===== config.mk =====
export PLATFORM = sky130hd
export DESIGN_NAME = two_cycle_color_combiner_flat
export DESIGN_NICKNAME = d
export VERILOG_FILES = /design/src/rtl/ccc_pkg.sv /design/src/rtl/ccc_intf.sv /design/src/rtl/ccc_pass.sv /design/src/rtl/two_cycle_color_combiner.sv /design/src/flat_wrapper.sv
export SDC_FILE = /design/constraint.sdc
export NUM_CORES = 2
export LEC_CHECK = 0
export BUFFER_PORTS_ARGS = -buffer_cell sky130_fd_sc_hd__clkbuf_2
export CELL_PAD_IN_SITES_DETAIL_PLACEMENT = 0
export CELL_PAD_IN_SITES_GLOBAL_PLACEMENT = 1
export CORE_UTILIZATION = 52
export CTS_CLUSTER_SIZE = 14
export DETAILED_ROUTE_END_ITERATION = 8
export GPL_ROUTABILITY_DRIVEN = 1
export GPL_TIMING_DRIVEN = 0
export PLACE_DENSITY_LB_ADDON = 0.3
export REMOVE_ABC_BUFFERS = 1
export SETUP_SLACK_MARGIN = 0.15
export SLEW_MARGIN = 30
export SYNTH_ARGS = -nofsm -noshare
export SYNTH_HDL_FRONTEND = slang
export SYNTH_SLANG_ARGS = --single-unit

===== constraint.sdc =====
create_clock -name clk_i -period 8.8 [get_ports clk_i]
set_input_delay 1.32 -clock clk_i [delete_from_list [all_inputs] [get_ports clk_i]]
set_output_delay 1.32 -clock clk_i [all_outputs]
set_load 0.02 [all_outputs]

===== src/rtl/ccc_pkg.sv =====
// types, codes and helper functions for the two-pass color combiner
`default_nettype none

package ccc_pkg;

  localparam int CfgIdxW  = 3;
  localparam int CfgDataW = 16;

  // register indexes
  localparam logic [CfgIdxW-1:0] REG_PRIM_COLOR   = 3'd0;
  localparam logic [CfgIdxW-1:0] REG_ENV_COLOR    = 3'd1;
  localparam logic [CfgIdxW-1:0] REG_TWO_CYCLE    = 3'd2;
  localparam logic [CfgIdxW-1:0] REG_FIRST_CUSTOM = 3'd3;
  localparam logic [CfgIdxW-1:0] REG_FIRST_SEL    = 3'd4;
  localparam logic [CfgIdxW-1:0] REG_SECOND_CUST  = 3'd5;
  localparam logic [CfgIdxW-1:0] REG_SECOND_SEL   = 3'd6;

  // source ids
  localparam logic [2:0] SRC_COMBINED = 3'd0;
  localparam logic [2:0] SRC_TEXEL0   = 3'd1;
  localparam logic [2:0] SRC_TEXEL1   = 3'd2;
  localparam logic [2:0] SRC_SHADE    = 3'd3;
  localparam logic [2:0] SRC_PRIM     = 3'd4;
  localparam logic [2:0] SRC_ENV      = 3'd5;
  localparam logic [2:0] SRC_ONE      = 3'd6;
  localparam logic [2:0] SRC_ZERO     = 3'd7;

  // modulate preset: A texel0, B zero, C shade, D zero
  localparam logic [11:0] ModulateSel = {SRC_ZERO, SRC_SHADE, SRC_ZERO, SRC_TEXEL0};

  localparam logic [7:0]  ChanMax  = 8'd255;
  localparam logic [18:0] RoundAdd = 19'h00080;

  // channel 0 red, 1 green, 2 blue
  typedef logic [2:0][7:0] rgb8_t;

  typedef struct packed {
    rgb8_t t0;
    rgb8_t t1;
    rgb8_t sh;
    rgb8_t comb;
    logic  two_cycle;
  } pix_t;

  typedef struct packed {
    logic        custom;
    logic [11:0] selects;
  } pass_cfg_t;

  function automatic rgb8_t widen(logic [15:0] c);
    rgb8_t o;
    o[0] = {c[15:11], c[15:13]};
    o[1] = {c[10:5], c[10:9]};
    o[2] = {c[4:0], c[4:2]};
    return o;
  endfunction

  function automatic rgb8_t pick(logic [2:0] id, rgb8_t t0, rgb8_t t1, rgb8_t sh,
                                 rgb8_t comb, rgb8_t prim, rgb8_t env);
    rgb8_t o;
    unique case (id)
      SRC_COMBINED: o = comb;
      SRC_TEXEL0:   o = t0;
      SRC_TEXEL1:   o = t1;
      SRC_SHADE:    o = sh;
      SRC_PRIM:     o = prim;
      SRC_ENV:      o = env;
      SRC_ONE:      o = {3{ChanMax}};
      default:      o = '0;
    endcase
    return o;
  endfunction

endpackage

`default_nettype wire


===== src/rtl/ccc_intf.sv =====
// channel interfaces: pixel input, pixel output and register write
`default_nettype none

interface ccc_pix_in_if;
  logic        valid;
  logic        ready;
  logic [15:0] texel0_color;
  logic [15:0] texel1_color;
  logic [15:0] shade_color;

  modport source(output valid, texel0_color, texel1_color, shade_color, input ready);
  modport sink(input valid, texel0_color, texel1_color, shade_color, output ready);
endinterface

interface ccc_pix_out_if;
  logic        valid;
  logic        ready;
  logic [15:0] out_color;
  logic        keep_pixel;

  modport source(output valid, out_color, keep_pixel, input ready);
  modport sink(input valid, out_color, keep_pixel, output ready);
endinterface

interface ccc_cfg_if;
  import ccc_pkg::*;
  logic                valid;
  logic                ready;
  logic [CfgIdxW-1:0]  index;
  logic [CfgDataW-1:0] data;

  modport source(output valid, index, data, input ready);
  modport sink(input valid, index, data, output ready);
endinterface

`default_nettype wire


===== src/rtl/ccc_pass.sv =====
// one combiner pass: source select, multiply, round and clamp in three stages
`default_nettype none

module ccc_pass (
  input  wire logic              clk_i,
  input  wire logic              rst_ni,
  input  wire ccc_pkg::pass_cfg_t cfg_i,
  input  wire ccc_pkg::rgb8_t    prim_i,
  input  wire ccc_pkg::rgb8_t    env_i,
  input  wire logic              in_valid_i,
  output logic                   in_ready_o,
  input  wire ccc_pkg::pix_t     in_pix_i,
  output logic                   out_valid_o,
  input  wire logic              out_ready_i,
  output ccc_pkg::pix_t          out_pix_o,
  output ccc_pkg::rgb8_t         out_res_o
);
  import ccc_pkg::*;

  logic        en1, en2, en3;
  logic [11:0] sel;
  rgb8_t       a_d, b_d, c_d, d_d;

  logic  v1_q, v2_q, v3_q;
  rgb8_t a_q, b_q, c_q, d_q;
  pix_t  pix1_q, pix2_q, pix3_q;

  logic signed [17:0] prod_d [3];
  logic signed [17:0] prod_q [3];
  rgb8_t              d2_q;

  rgb8_t res_d, res_q;

  assign en3 = !v3_q || out_ready_i;
  assign en2 = !v2_q || en3;
  assign en1 = !v1_q || en2;
  assign in_ready_o = en1;

  assign sel = cfg_i.custom ? cfg_i.selects : ModulateSel;

  always_comb begin
    a_d = pick(sel[2:0],  in_pix_i.t0, in_pix_i.t1, in_pix_i.sh, in_pix_i.comb, prim_i, env_i);
    b_d = pick(sel[5:3],  in_pix_i.t0, in_pix_i.t1, in_pix_i.sh, in_pix_i.comb, prim_i, env_i);
    c_d = pick(sel[8:6],  in_pix_i.t0, in_pix_i.t1, in_pix_i.sh, in_pix_i.comb, prim_i, env_i);
    d_d = pick(sel[11:9], in_pix_i.t0, in_pix_i.t1, in_pix_i.sh, in_pix_i.comb, prim_i, env_i);
  end

  always_comb begin
    logic signed [8:0] diff;
    logic signed [8:0] cs;
    for (int k = 0; k < 3; k++) begin
      diff = $signed({1'b0, a_q[k]}) - $signed({1'b0, b_q[k]});
      cs = $signed({1'b0, c_q[k]});
      prod_d[k] = 18'(diff) * 18'(cs);
    end
  end

  // sum is below 2^17 when positive, so bits 17:16 flag overflow past 255
  always_comb begin
    logic signed [18:0] sum;
    for (int k = 0; k < 3; k++) begin
      sum = 19'(prod_q[k]) + $signed({3'b000, d2_q[k], 8'h00}) + $signed(RoundAdd);
      if (sum[18]) begin
        res_d[k] = '0;
      end else if (sum[17:16] != 2'b00) begin
        res_d[k] = ChanMax;
      end else begin
        res_d[k] = sum[15:8];
      end
    end
  end

  always_ff @(posedge clk_i or negedge rst_ni) begin
    if (!rst_ni) begin
      v1_q <= 1'b0;
      v2_q <= 1'b0;
      v3_q <= 1'b0;
    end else begin
      if (en1) v1_q <= in_valid_i;
      if (en2) v2_q <= v1_q;
      if (en3) v3_q <= v2_q;
    end
  end

  always_ff @(posedge clk_i) begin
    if (en1 && in_valid_i) begin
      a_q    <= a_d;
      b_q    <= b_d;
      c_q    <= c_d;
      d_q    <= d_d;
      pix1_q <= in_pix_i;
    end
    if (en2 && v1_q) begin
      for (int k = 0; k < 3; k++) prod_q[k] <= prod_d[k];
      d2_q   <= d_q;
      pix2_q <= pix1_q;
    end
    if (en3 && v2_q) begin
      res_q  <= res_d;
      pix3_q <= pix2_q;
    end
  end

  assign out_valid_o = v3_q;
  assign out_pix_o   = pix3_q;
  assign out_res_o   = res_q;

endmodule

`default_nettype wire


===== src/rtl/two_cycle_color_combiner.sv =====
// top level: register file, two chained combiner passes, RGB565 pack
//
//  channel  dir  payload                                         transfer when
//  in_i     in   texel0_color, texel1_color, shade_color         valid & ready
//  out_o    out  out_color, keep_pixel                           valid & ready
//  cfg_i    in   index (3 bits), data (16 bits)                  valid & ready
//
// six register stages, three per pass; one pixel can enter every cycle while
// out_o is not stalled. single-pass mode runs through both passes too and
// the second pass result is dropped at the output in favor of the first.
// reset clears all valid bits and the config registers to 0. ready is taken back only
// by a full stage whose successor is stalled, so nothing is lost or repeated.
// cfg_i is always ready; registers may only change while the pipe is empty.
`default_nettype none

module two_cycle_color_combiner (
  input  wire logic    clk_i,
  input  wire logic    rst_ni,
  ccc_pix_in_if.sink   in_i,
  ccc_pix_out_if.source out_o,
  ccc_cfg_if.sink      cfg_i
);
  import ccc_pkg::*;

  logic [15:0] prim_q, env_q;
  logic        two_cycle_q, first_custom_q, second_custom_q;
  logic [11:0] first_sel_q, second_sel_q;

  rgb8_t     prim8, env8;
  pass_cfg_t cfg1, cfg2;
  pix_t      pix_in, p1_pix, p2_in, p2_pix;
  rgb8_t     p1_res, p2_res, fin;
  logic      p1_valid, p1_ready, p2_valid;

  assign cfg_i.ready = 1'b1;

  always_ff @(posedge clk_i or negedge rst_ni) begin
    if (!rst_ni) begin
      prim_q          <= '0;
      env_q           <= '0;
      two_cycle_q     <= 1'b0;
      first_custom_q  <= 1'b0;
      first_sel_q     <= '0;
      second_custom_q <= 1'b0;
      second_sel_q    <= '0;
    end else if (cfg_i.valid) begin
      unique case (cfg_i.index)
        REG_PRIM_COLOR:   prim_q          <= cfg_i.data;
        REG_ENV_COLOR:    env_q           <= cfg_i.data;
        REG_TWO_CYCLE:    two_cycle_q     <= cfg_i.data[0];
        REG_FIRST_CUSTOM: first_custom_q  <= cfg_i.data[0];
        REG_FIRST_SEL:    first_sel_q     <= cfg_i.data[11:0];
        REG_SECOND_CUST:  second_custom_q <= cfg_i.data[0];
        REG_SECOND_SEL:   second_sel_q    <= cfg_i.data[11:0];
        default: ;
      endcase
    end
  end

  assign prim8 = widen(prim_q);
  assign env8  = widen(env_q);
  assign cfg1  = '{custom: first_custom_q, selects: first_sel_q};
  assign cfg2  = '{custom: second_custom_q, selects: second_sel_q};

  // texel1 reads zero in single-pass mode, combined is zero in the first pass
  always_comb begin
    pix_in.t0        = widen(in_i.texel0_color);
    pix_in.t1        = two_cycle_q ? widen(in_i.texel1_color) : '0;
    pix_in.sh        = widen(in_i.shade_color);
    pix_in.comb      = '0;
    pix_in.two_cycle = two_cycle_q;
  end

  ccc_pass u_pass1 (
    .clk_i       (clk_i),
    .rst_ni      (rst_ni),
    .cfg_i       (cfg1),
    .prim_i      (prim8),
    .env_i       (env8),
    .in_valid_i  (in_i.valid),
    .in_ready_o  (in_i.ready),
    .in_pix_i    (pix_in),
    .out_valid_o (p1_valid),
    .out_ready_i (p1_ready),
    .out_pix_o   (p1_pix),
    .out_res_o   (p1_res)
  );

  always_comb begin
    p2_in      = p1_pix;
    p2_in.comb = p1_res;
  end

  ccc_pass u_pass2 (
    .clk_i       (clk_i),
    .rst_ni      (rst_ni),
    .cfg_i       (cfg2),
    .prim_i      (prim8),
    .env_i       (env8),
    .in_valid_i  (p1_valid),
    .in_ready_o  (p1_ready),
    .in_pix_i    (p2_in),
    .out_valid_o (p2_valid),
    .out_ready_i (out_o.ready),
    .out_pix_o   (p2_pix),
    .out_res_o   (p2_res)
  );

  // comb still holds the first pass result at the end of the second pass
  assign fin = p2_pix.two_cycle ? p2_res : p2_pix.comb;

  assign out_o.valid      = p2_valid;
  assign out_o.out_color  = {fin[0][7:3], fin[1][7:2], fin[2][7:3]};
  assign out_o.keep_pixel = 1'b1;

endmodule

`default_nettype wire


===== src/flat_wrapper.sv =====
// flat-port wrapper written by rule: the top's interface ports become plain ports
module two_cycle_color_combiner_flat import ccc_pkg::*;
  (clk_i, rst_ni, in_i_valid, in_i_texel0_color, in_i_texel1_color, in_i_shade_color, in_i_ready, out_o_valid, out_o_out_color, out_o_keep_pixel, out_o_ready, cfg_i_valid, cfg_i_index, cfg_i_data, cfg_i_ready);
  ccc_pix_in_if in_i_i ();
  ccc_pix_out_if out_o_i ();
  ccc_cfg_if cfg_i_i ();
  input  wire logic clk_i;
  input  wire logic rst_ni;
  input wire logic [$bits(in_i_i.valid)-1:0] in_i_valid;
  input wire logic [$bits(in_i_i.texel0_color)-1:0] in_i_texel0_color;
  input wire logic [$bits(in_i_i.texel1_color)-1:0] in_i_texel1_color;
  input wire logic [$bits(in_i_i.shade_color)-1:0] in_i_shade_color;
  output wire logic [$bits(in_i_i.ready)-1:0] in_i_ready;
  output wire logic [$bits(out_o_i.valid)-1:0] out_o_valid;
  output wire logic [$bits(out_o_i.out_color)-1:0] out_o_out_color;
  output wire logic [$bits(out_o_i.keep_pixel)-1:0] out_o_keep_pixel;
  input wire logic [$bits(out_o_i.ready)-1:0] out_o_ready;
  input wire logic [$bits(cfg_i_i.valid)-1:0] cfg_i_valid;
  input wire logic [$bits(cfg_i_i.index)-1:0] cfg_i_index;
  input wire logic [$bits(cfg_i_i.data)-1:0] cfg_i_data;
  output wire logic [$bits(cfg_i_i.ready)-1:0] cfg_i_ready;
  assign in_i_i.valid = in_i_valid;
  assign in_i_i.texel0_color = in_i_texel0_color;
  assign in_i_i.texel1_color = in_i_texel1_color;
  assign in_i_i.shade_color = in_i_shade_color;
  assign in_i_ready = in_i_i.ready;
  assign out_o_valid = out_o_i.valid;
  assign out_o_out_color = out_o_i.out_color;
  assign out_o_keep_pixel = out_o_i.keep_pixel;
  assign out_o_i.ready = out_o_ready;
  assign cfg_i_i.valid = cfg_i_valid;
  assign cfg_i_i.index = cfg_i_index;
  assign cfg_i_i.data = cfg_i_data;
  assign cfg_i_ready = cfg_i_i.ready;
  two_cycle_color_combiner u_core (.clk_i(clk_i), .rst_ni(rst_ni), .in_i(in_i_i), .out_o(out_o_i), .cfg_i(cfg_i_i));
endmodule

# Word level (Yosys, flattened, before mapping)
# Memory sizes are Yosys's and may differ from the RTL's.
# Cells that the tools add are included.
# op_classes
n_addsub	18
multipliers	6
eq_ne	54
n_mux	22
n_reduce_logical	36
# ops
cell	count
$pmux W24 S7	4
$pmux W24 S6	4
$add A18 B17 Y19	6
$add A19 B9 Y19 const B	6
$mul A9 B9 Y18	6
$eq A3 B3 Y1 const B	27
$eq A3 B2 Y1 const B	18
$sub A8 B8 Y9	6
$mux W24	2
$mux W8	6
$eq A3 B1 Y1 const B	9
$mux W12	2
$logic_not A3 Y1	5
$reduce_and A2 Y1	7
$reduce_bool A2 Y1	6
$logic_and A1 B1 Y1	6
$logic_not A1 Y1	6
$logic_or A1 B1 Y1	6
$mux W1	4
# totals
regBits	647
ramBits	108
inputBits	72
wordCells	229
memories	2
# mem_list
memory	depth	width	read_ports	rd_ports_with_merged_regs	write_ports	line	source
u_core.u_pass1.prod_q	3	18	3	0	3	ccc_pass.sv:29	logic signed [17:0] prod_q [3];
u_core.u_pass2.prod_q	3	18	3	0	3	ccc_pass.sv:29	

# Depth between registers and ports, before layout
# logic_depth
ltp_word	9
depth_mapped	28
ltp_nobuf	27

# Hierarchy
# A second synthesis with hierarchy kept.
# hier_totals
cells_unflattened	4921
hier_area_um2	59298.1
# by_module_without_submodules
module	instances	cells_each	area_per_inst_um2
ccc_pass (u_core.u_pass2)	1	2373	28367.2
ccc_pass (u_core.u_pass1)	1	2379	28347.2
two_cycle_color_combiner	1	169	2583.7

# Least setup slack after synthesis
# OpenSTA, ideal clock, no wires.
# synth_path
path_type	input-to-reg
startpoint	in out_o_ready
endpoint	reg u_core.u_pass2.a_q[0] (netlist bit), enable pin
setup_ps	599
arrival_ps	6601
setup_slack_ps	1600
path_stages	3
n_path_buf	0
cell_sequence	nor2b_1 -> and3_1 -> nor2b_1
# synth_via
elab_chain_cells	4
# synth_lines
element	line	source
start: declaration	flat_wrapper.sv:17	input wire logic [$bits(out_o_i.ready)-1:0] out_o_ready;
$logic_or A1 B1 Y1	ccc_pass.sv:34	assign en3 = !v3_q || out_ready_i;
$logic_or A1 B1 Y1	ccc_pass.sv:35	assign en2 = !v2_q || en3;
$logic_or A1 B1 Y1	ccc_pass.sv:36	assign en1 = !v1_q || en2;
$logic_and A1 B1 Y1	ccc_pass.sv:86	if (en1 && in_valid_i) begin
end signal: assignment	ccc_pass.sv:87	a_q <= a_d;
end: declaration	ccc_pass.sv:25	rgb8_t a_q, b_q, c_q, d_q;
# No other way between the ends.
# A chain may end at the register's enable or synchronous reset.

==> metrics.csv <==
metric,value,unit
outcome,finished with violations,
violated checks,DRC,
highest clock rate,138,MHz
DRT Wirelength,103,mm
Ys Warns,0,
met2 Use GR,39.8,%
WP data arrival,7.65,ns
Area growth syn-to-layout,8.99,%
"Clk Latency, worst-skew pair",0.64,ns
HP Class,flop to flop,
area share of fa/ha/maj cells after synthesis,24.7,%
crit path kind,flop to flop,
CTS buffer count,60,
"Seq/Total Area, Yosys",38.8,%
routed length per instance,20.0,um
largest net degree at the start of global routing,66,
Die W,290,um
vias,29485,
post-synthesis simple-gate area fraction,13.0,%
First-pass DRT Iterations,9,
CP Max Fanout,11,
gpl congestion,0.904,
endpoints failing setup,0,
multi-input logic area,23800,sq um
"Min Clock Period, post-route",7.27,ns
GR met3 Demand/Resource,4.14,%
CTS tree,done,
actual slew at the worst max-slew pin,1.05,ns
Post-CTS Hold Buffers,0,
Core Footprint,82200,sq um
Syn Inst Count,4018,
Reg-to-Reg Start,u_core.u_pass2.a_q[16],
initial antenna violation count,9,
initial drt markers,3117,
worst hold start,u_core.u_pass1.pix2_q[27],
routed vias/inst,5.71,
Synth Area in Compound Gates,11.0,%
WHS,0.399,ns
Placed Cells,5052,
fin crit share,82.6,%
RSZ-0062 raised after global routing,false,
drc violations,98,
CP required,9.18,ns
Core Rows,105,
Critical Path Source,u_core.u_pass2.a_q[16],
DP HPWL,80.3,mm
"Most Used Layer, Global Route",met2,
FILL cells,6971,
final core utilization,57.3,%
Final Max Slew Viols,0,
Post-CTS Setup Inserts,0,
non-filler instance count after layout,5168,
clk sinks,569,
CTS H-tree depth,2,
Worst slew margin,29.8,%
first-pass GRT wire length,164,mm
Startpoint Class,flop,
IO Port Bufs,89,
Clock Pin Slew Worst Setup and Hold Paths,0.07,ns
aggregate global routing overflow,0,
"flops & latches, synth",569,
largest family of logic cells by synthesized area,adder cells,
Die Ht,290,um
"leading cell types in the layout, fill and taps excluded","588 x inv_1, 504 x edfxtp_1, 370 x nand2_1, 340 x fa_1, 308 x ha_1",
CTS max path bufs,3,
Max Clock Skew,0.0250,ns
Initial Util,52.6,%
mux cell area share after synthesis,2.78,%
Final nets,4764,
predominant post-synthesis flop cell,edfxtp_1,
Worst setup EP type,flop,
"Cell Area, Synth",43200,sq um
Synth Area in XOR/XNOR,3.08,%
vias in the first global route,29501,
distinct cell type count after synthesis,83,
Hold Fails Final Rpt,0,
layout cells sized above 1,10.1,%
"most common cell after layout, fill and taps aside",inv_1,
Die ar.,84300,sq um
io pins,92,
Root Driver,clkbuf_16,
max-cap violations,0,
Post-synth EDFFs,504,
post-route ant nets,0,
post-cts sizing count,0,
FF+latch area,16800,sq um
met1 Use GR,34.0,%
GRT Util Overall,24.7,%
"Async S/R FF share, synth",11.4,%
Syn Area/Cell,10.8,sq um
[logic make-up after synthesis]
logic type | after synthesis
AOI/OAI and AO/OA | 655
other | 1
and+or+nand+nor | 1127
buffers and inverters | 759
muxes | 108
adders and majority gates | 648
xor gates and xnor gates | 151
DFF | 569
[stage by stage]
stage	area, sq um	setup slack (ns)	setup TNS, ns
global placement	44400	-0.846	-92.77
global route	47100	0.977	0
detailed placement	45100	1.49	0
floorplan	42600	1.60	0
finish	47100	1.53	0
CTS	47100	1.47	0
[critical path: stages, from the launching register on]
cell and delay (ns):
edfxtp_1 0.35, inv_1 0.06, ha_1 0.18, inv_1 0.06, fa_1 0.39, nand2_1 0.08, nand2_1 0.06, a21oi_1 0.23
o21bai_1 0.11, a21oi_1 0.24, o21bai_1 0.10, a21oi_1 0.66, nand2_1 0.36, fa_1 0.65, fa_1 0.52, inv_1 0.06
fa_1 0.52, inv_1 0.05, fa_1 0.47, inv_1 0.04, ha_1 0.30, nand3_1 0.09, o31ai_1 0.53, o21ai_0 0.29
o2111ai_1 0.32, a21oi_1 0.13, xnor2_1 0.13
[final timing paths]
| path | to | slack, ns | cells past startpoint |
|---|---|---|---|
| min in group asynchronous | u_core.u_pass1.v1_q | 0.68 | 1 |
| setup reg to reg | u_core.u_pass2.prod_q[0][53] | 1.53 | 26 |
| hold / removal | u_core.u_pass1.out_pix_o[27] | 0.40 | 0 |
| hold reg to reg | u_core.u_pass1.out_pix_o[27] | 0.40 | 0 |
| max in group asynchronous | u_core.env_q[13] | 7.70 | 1 |
| setup / recovery | u_core.u_pass2.prod_q[0][53] | 1.53 | 26 |
[registers in the layout, summed over array words and instances (netlist names), 24 cells and up]
| signal | flops |
|---|---|
| u_core.u_pass1.out_pix_o | 49 |
| u_core.u_pass1.out_res_o | 24 |
| u_core.u_pass1.pix1_q | 49 |
| u_core.u_pass1.pix2_q | 49 |
| u_core.u_pass1.prod_q | 33 |
| u_core.u_pass2.a_q | 24 |
| u_core.u_pass2.b_q | 24 |
| u_core.u_pass2.c_q | 24 |
| u_core.u_pass2.d2_q | 24 |
| u_core.u_pass2.d_q | 24 |
| u_core.u_pass2.prod_q | 33 |
[final cells by class]
type	count	area share [%]
Sequential cell	569	35.6
Inverter	589	4.69
Tap cell	1070	2.84
Multi-Input combinational cell	2691	50.5
Clock inverter	38	0.759
Timing Repair Buffer	133	2.20
Clock buffer	74	3.43
Antenna cell	4	0.0212
[Yosys cell counts, types with 6 or more instances]
cell type | number | area (sq um)
buf_4 | 6 | 45.0
o21bai_1 | 15 | 113
nor2_1 | 161 | 604
a21oi_2 | 6 | 52.6
o21ai_0 | 78 | 390
fa_1 | 340 | 6810
nor4_1 | 7 | 43.8
mux2i_1 | 13 | 130
and2_0 | 12 | 75.1
or2_2 | 15 | 93.8
a21oi_1 | 116 | 581
nand3_1 | 100 | 500
mux2_2 | 95 | 1070
dfrtp_1 | 65 | 1630
ha_1 | 308 | 3850
o221a_2 | 7 | 78.8
nand4_1 | 28 | 175
nor3b_1 | 10 | 75.1
edfxtp_1 | 504 | 15100
a21boi_0 | 14 | 105
o211ai_1 | 7 | 52.6
xnor2_1 | 93 | 815
buf_1 | 20 | 75.1
nand2_1 | 370 | 1390
a211oi_1 | 12 | 90.1
a22oi_1 | 125 | 938
o21ai_1 | 9 | 45.0
or3_1 | 8 | 50.1
and3_1 | 19 | 119
a21o_1 | 73 | 548
o21a_1 | 38 | 285
nand2b_1 | 85 | 532
and2_1 | 154 | 963
nor3_1 | 48 | 240
a222oi_1 | 61 | 611
a221oi_1 | 36 | 315
clkbuf_1 | 141 | 529
a221o_1 | 9 | 90.1
inv_1 | 588 | 2210
nor2b_1 | 81 | 507
xor2_1 | 57 | 499
[metal layers]
layer / vias to the layer above / wire, um
li1: 13876 / -
met1: 14224 / 44800
met2: 1154 / 47400
met3: 225 / 7680
met4: 6 / 3260
met5: - / 36
Power is not shown: default switching activity piles up to over one toggle a cycle in this logic, so the estimate is an artifact.
